**config.mk**
```make
export PLATFORM = sky130hd
export DESIGN_NAME = tcw_sweep
export DESIGN_NICKNAME = d
export VERILOG_FILES = /design/src/sv/text_console_writer_defines.svh /design/src/sv/tcw_pkg.sv /design/src/sv/tcw_sweep.sv
export SDC_FILE = /design/constraint.sdc
export NUM_CORES = 1
export LEC_CHECK = 0
export BUFFER_PORTS_ARGS = -buffer_cell sky130_fd_sc_hd__buf_2
export CORE_UTILIZATION = 53
export CTS_CLUSTER_SIZE = 8
export DETAILED_ROUTE_END_ITERATION = 10
export PLACE_DENSITY_LB_ADDON = 0.08
export SKIP_LAST_GASP = 1
export SYNTH_ARGS = -nofsm -noshare
export SYNTH_HDL_FRONTEND = slang
export SYNTH_SLANG_ARGS = --single-unit
```
**constraint.sdc**
```tcl
create_clock -name clk -period 2.5 [get_ports clk]
set_input_delay 0.25 -clock clk [delete_from_list [all_inputs] [get_ports clk]]
set_output_delay 0.25 -clock clk [all_outputs]
set_load 0.1 [all_outputs]
```
**src/sv/text_console_writer_defines.svh**
```systemverilog
// Assertion macros shared by the text console writer RTL.
`ifndef TEXT_CONSOLE_WRITER_DEFINES_SVH
`define TEXT_CONSOLE_WRITER_DEFINES_SVH

`ifndef ASSERT_OFF
`define TCW_ASSERT(name, ck, rs, prop) \
  name: assert property (@(posedge ck) disable iff (rs) prop) \
    else $error("text console writer assertion failed");
`define TCW_NEVER(name, ck, rs, cond) `TCW_ASSERT(name, ck, rs, !(cond))
`else
`define TCW_ASSERT(name, ck, rs, prop)
`define TCW_NEVER(name, ck, rs, cond)
`endif

`endif

```
**src/sv/tcw_pkg.sv**
```systemverilog
// Types and constants for the text console writer.
`timescale 1ns / 1ps

package tcw_pkg;

  localparam int DEF_NUM_COLUMNS = 80;
  localparam int DEF_NUM_ROWS    = 25;
  localparam int DEF_TAB_CELLS   = 4;

  localparam int CHAR_W    = 8;
  localparam int COLOR_W   = 8;
  localparam int MODE_W    = 2;
  localparam int INDEX_W   = 11;
  localparam int OUT_COL_W = 7;
  localparam int OUT_ROW_W = 5;

  localparam logic [COLOR_W-1:0] RESET_COLOR    = 8'd15;
  localparam logic [CHAR_W-1:0]  CODE_NEWLINE   = 8'd10;
  localparam logic [CHAR_W-1:0]  CODE_BACKSPACE = 8'd8;
  localparam logic [CHAR_W-1:0]  CODE_TAB       = 8'd9;
  localparam logic [CHAR_W-1:0]  CHAR_BLANK     = 8'd0;

  typedef enum logic [MODE_W-1:0] {
    MODE_PUT   = 2'd0,
    MODE_READ  = 2'd1,
    MODE_CLEAR = 2'd2
  } mode_t;

  typedef struct packed {
    logic [MODE_W-1:0]  mode;
    logic [CHAR_W-1:0]  char_code;
    logic [INDEX_W-1:0] cell_index;
  } item_t;

  typedef struct packed {
    logic [OUT_COL_W-1:0] cursor_column;
    logic [OUT_ROW_W-1:0] cursor_row;
    logic [CHAR_W-1:0]    cell_char;
    logic [COLOR_W-1:0]   cell_color;
  } result_t;

  typedef struct packed {
    logic load;
    logic step;
  } sweep_ctl_t;

  typedef enum logic [3:0] {
    ST_INIT,
    ST_INIT_CLR,
    ST_IDLE,
    ST_START,
    ST_LINE_BLANK,
    ST_ADV,
    ST_COPY,
    ST_DRAIN,
    ST_SCROLL_BLANK,
    ST_CLR,
    ST_READ_WAIT,
    ST_FIN
  } state_t;

endpackage

```
**src/sv/tcw_sweep.sv**
```systemverilog
// Shared address sweep unit: one incrementer and one end compare.
`timescale 1ns / 1ps

module tcw_sweep
  import tcw_pkg::*;
#(
  parameter int AW = 11
) (
  input  logic          clk,
  input  logic          rst,
  input  sweep_ctl_t    ctl,
  input  logic [AW-1:0] first,
  input  logic [AW-1:0] last,
  output logic [AW-1:0] addr,
  output logic          done
);

  logic [AW-1:0] last_addr;

  always_ff @(posedge clk) begin
    if (rst) begin
      addr      <= '0;
      last_addr <= '0;
    end else if (ctl.load) begin
      addr      <= first;
      last_addr <= last;
    end else if (ctl.step) begin
      addr <= addr + AW'(1);
    end
  end

  // The sweep ends on the cycle that handles the last address.
  assign done = (addr == last_addr);

endmodule

```
==> impl_metrics.csv <==
group,metric,value,unit
cts,clock-sinks,22,
synthesis,synth.distinct_cells,27,
sta,skew,0.00786,ns
layout,stdcell_count,186,
setup_path,crit_end,"done",
die,fp.dieH,48.3,um
layout,final_area,1380,um^2
synthesis,synthesis.nets,153,
sta,rsz0062_at_grt,"false",
global_routing,grt_pass1_vias,764,
sta,finalCritPeriodShare,80.1,%
synthesis,synth_seq_area_share,38.8,%
sta,worstMarginPinSlew,0.661,ns
sta,fmax,0.500,GHz
setup_path,path_cells,"xnor2_1 -> nand4_1 -> nor3_4 -> buf_2",
placed_design,gp_congestion,0.804,
placed_design,place_inst,182,
cts,clockBufferDepth,2,
synthesis,yosys.area.top_type_share,38.8,%
cts,postCtsResizedCells,0,
drt,drc,0,
drt,wirelength,2220,um
setup_path,crit_type,"reg -> out",
sta,timing.final.ws_setup,0.499,ns
sta,setup-tns-final,0,ns
die,core_area,1980,um^2
sta,finalHoldViolCount,0,
synthesis,syn-cell-area,1130,um^2
placed_design,dp_hpwl,1600,um
placed_design,dp_worst_setup_slack,0.833,ns
layout,drive_above_1_share,28.9,%
die,die_w,48.3,um
global_routing,grt_overflow_total,0,
cts,clk_latency,0.32,ns
synthesis,synth_seq_cells,22,
synthesis,yosysMostFrequentCell,"dfxtp_1",
drt,firstDrtPassIters,4,
run_status,outcome,"finished, final reports clean",
setup_path,cp.depth,4,
setup_path,path_delay_family,"flip-flops",
die,fp-row-count,16,
synthesis,ys_top_cells_by_count,"dfxtp_1, nor2_1, xnor2_1",
sta,setup-violations-final,0,
placed_design,placed_area,1330,um^2
setup_path,reg2reg_slack,0.93,ns
die,pin_count,38,
setup_path,worstPathRequired,2.25,ns
setup_path,reg2reg_depth,5,
cts,htreeDepth,1,
synthesis,synth_largest_area_cell,"dfxtp_1",
die,fp.dieArea,2330,um^2
sta,slew_violations,0,
setup_path,critPathBufInv,1,
setup_path,path_max_fanout,8,
drt,drt_iter0_markers,16,
cts,cts_setup_buffers,0,
setup_path,r2r-end,"addr[6]",
cts,cts_buffers,3,
drt,antenna_left,0,
sta,maxSlewHeadroom,56.0,%
pwr,power,0.888,mW
pwr,p_per_area,643,nW/um^2
synthesis,avgSynthCellArea,9.01,um^2
setup_path,cp.arrival,1.75,ns
drt,wl_per_cell,11.9,um
synthesis,ys.flop_type,"dfxtp_1",
cts,cts_hold_buf,0,
global_routing,antenna_found_initial,0,
sta,whs,0.157,ns
synthesis,async_reset_ff_share,0,%
setup_path,cp-startpoint,"addr[0]",
setup_path,reg2reg_from,"addr[0]",
synthesis,yosysWarnings,0,
layout,final_nets,187,
pwr,p_leak,0.599,nW
run,cap_violations,0,
synthesis,synth_enable_flop_cells,0,
layout,syn_to_final_growth,21.6,%
cts,clockRootBuffer,"clkbuf_4",
drt,viasPerCell,5.20,
setup_path,cp-start-kind,"register",
pwr,max-vdd-ir-drop,0.000514,V
layout,finish.utilization,69.6,%
die,start_util,57.3,%
sta,period_needed,2.00,ns
global_routing,grt_max_degree,33,
drt,route.vias.total,967,
cts,cts_tree,"done",
hold_path,worst_hold_path_type,"in -> reg",
global_routing,grt_pass1_wl,3340,um
setup_path,cp_slowest_cell,"dfxtp_1",
synthesis,yosys-top-cells-area,"dfxtp_1, xnor2_1, mux2i_1",
layout,diodes,0,
global_routing,globalRouteTotalUtil,21.0,%
setup_path,end_kind,"output pin",
setup_path,slowest_delay,0.51,ns
cts,clkTransAtPathRegs,0.13,ns
synthesis,postSynthCellCount,126,
placed_design,port_buffers,37,
==> placed cells by master (no fill, tap or decap), drive strengths merged, types with 2 or more instances in the layout <==
master,Yosys,final
nand3,2,2
nor2,17,17
o21ai,2,2
xor2,3,3
xnor2,17,17
clkbuf,4,3
o22ai,4,4
nor3,3,3
mux2i,14,14
dfxtp,22,22
buf,4,37
nand4,8,8
nand2,5,5
nor3b,4,4
a21oi,8,8
==> per-layer routing <==
metal	vias to the layer above	wire, um	share of wire, %	GRT usage (%)
met4	0	30	1.4	8.33
met5	-	0	0	0
met1	433	1080	49	28.7
met3	3	112	5.1	5.19
li1	504	-	-	-
met2	27	995	45	31.7
==> logic make-up after synthesis <==
kind of cell | share of synthesized area (%)
XOR/XNOR | 15.4
buffers and inverters | 3.64
AND/OR/NAND/NOR | 20.4
flip-flops | 38.8
AO/OA/AOI/OAI | 8.27
multiplexers | 12.3
adder cells (fa/ha/maj) | 1.10
==> worst reg2reg max path: cells and delay by family, from the launching register on <==
kind | cells | cell delay [ns]
flops | 1 | 0.51
fa+ha+maj | 1 | 0.27
simple gates | 2 | 0.43
compound gates | 2 | 0.32
==> power breakdown <==
group          switching (mW)  internal, mW
Combinational           0.143        0.0682
Sequential             0.0288         0.372
Clock                   0.113         0.162
==> worst min-delay path by stage <==
stage | from | end | depth (start not counted) | slack (ns)
after floorplan | rst | addr[3] | 1 | 0.32
after global placement | first[1] | addr[1] | 3 | 0.48
after detailed placement | first[1] | addr[1] | 3 | 0.49
after CTS | first[1] | addr[1] | 3 | 0.15
after global routing | last[5] | last_addr[5] | 3 | 0.14
final | last[7] | last_addr[7] | 3 | 0.16
==> registers in the layout (all words and copies together) (netlist names) <==
signal / count
addr: 11
last_addr: 11
==> cell type report <==
type	count	area, um^2
sequential	22	440
multi-input combinational	95	664
timing repair buffer	37	185
clock inverter	1	30.0
clock buffer	3	22.5
inverter	1	3.75
fill	168	602
tap	27	33.8
Power figures use the tool's default switching activity.
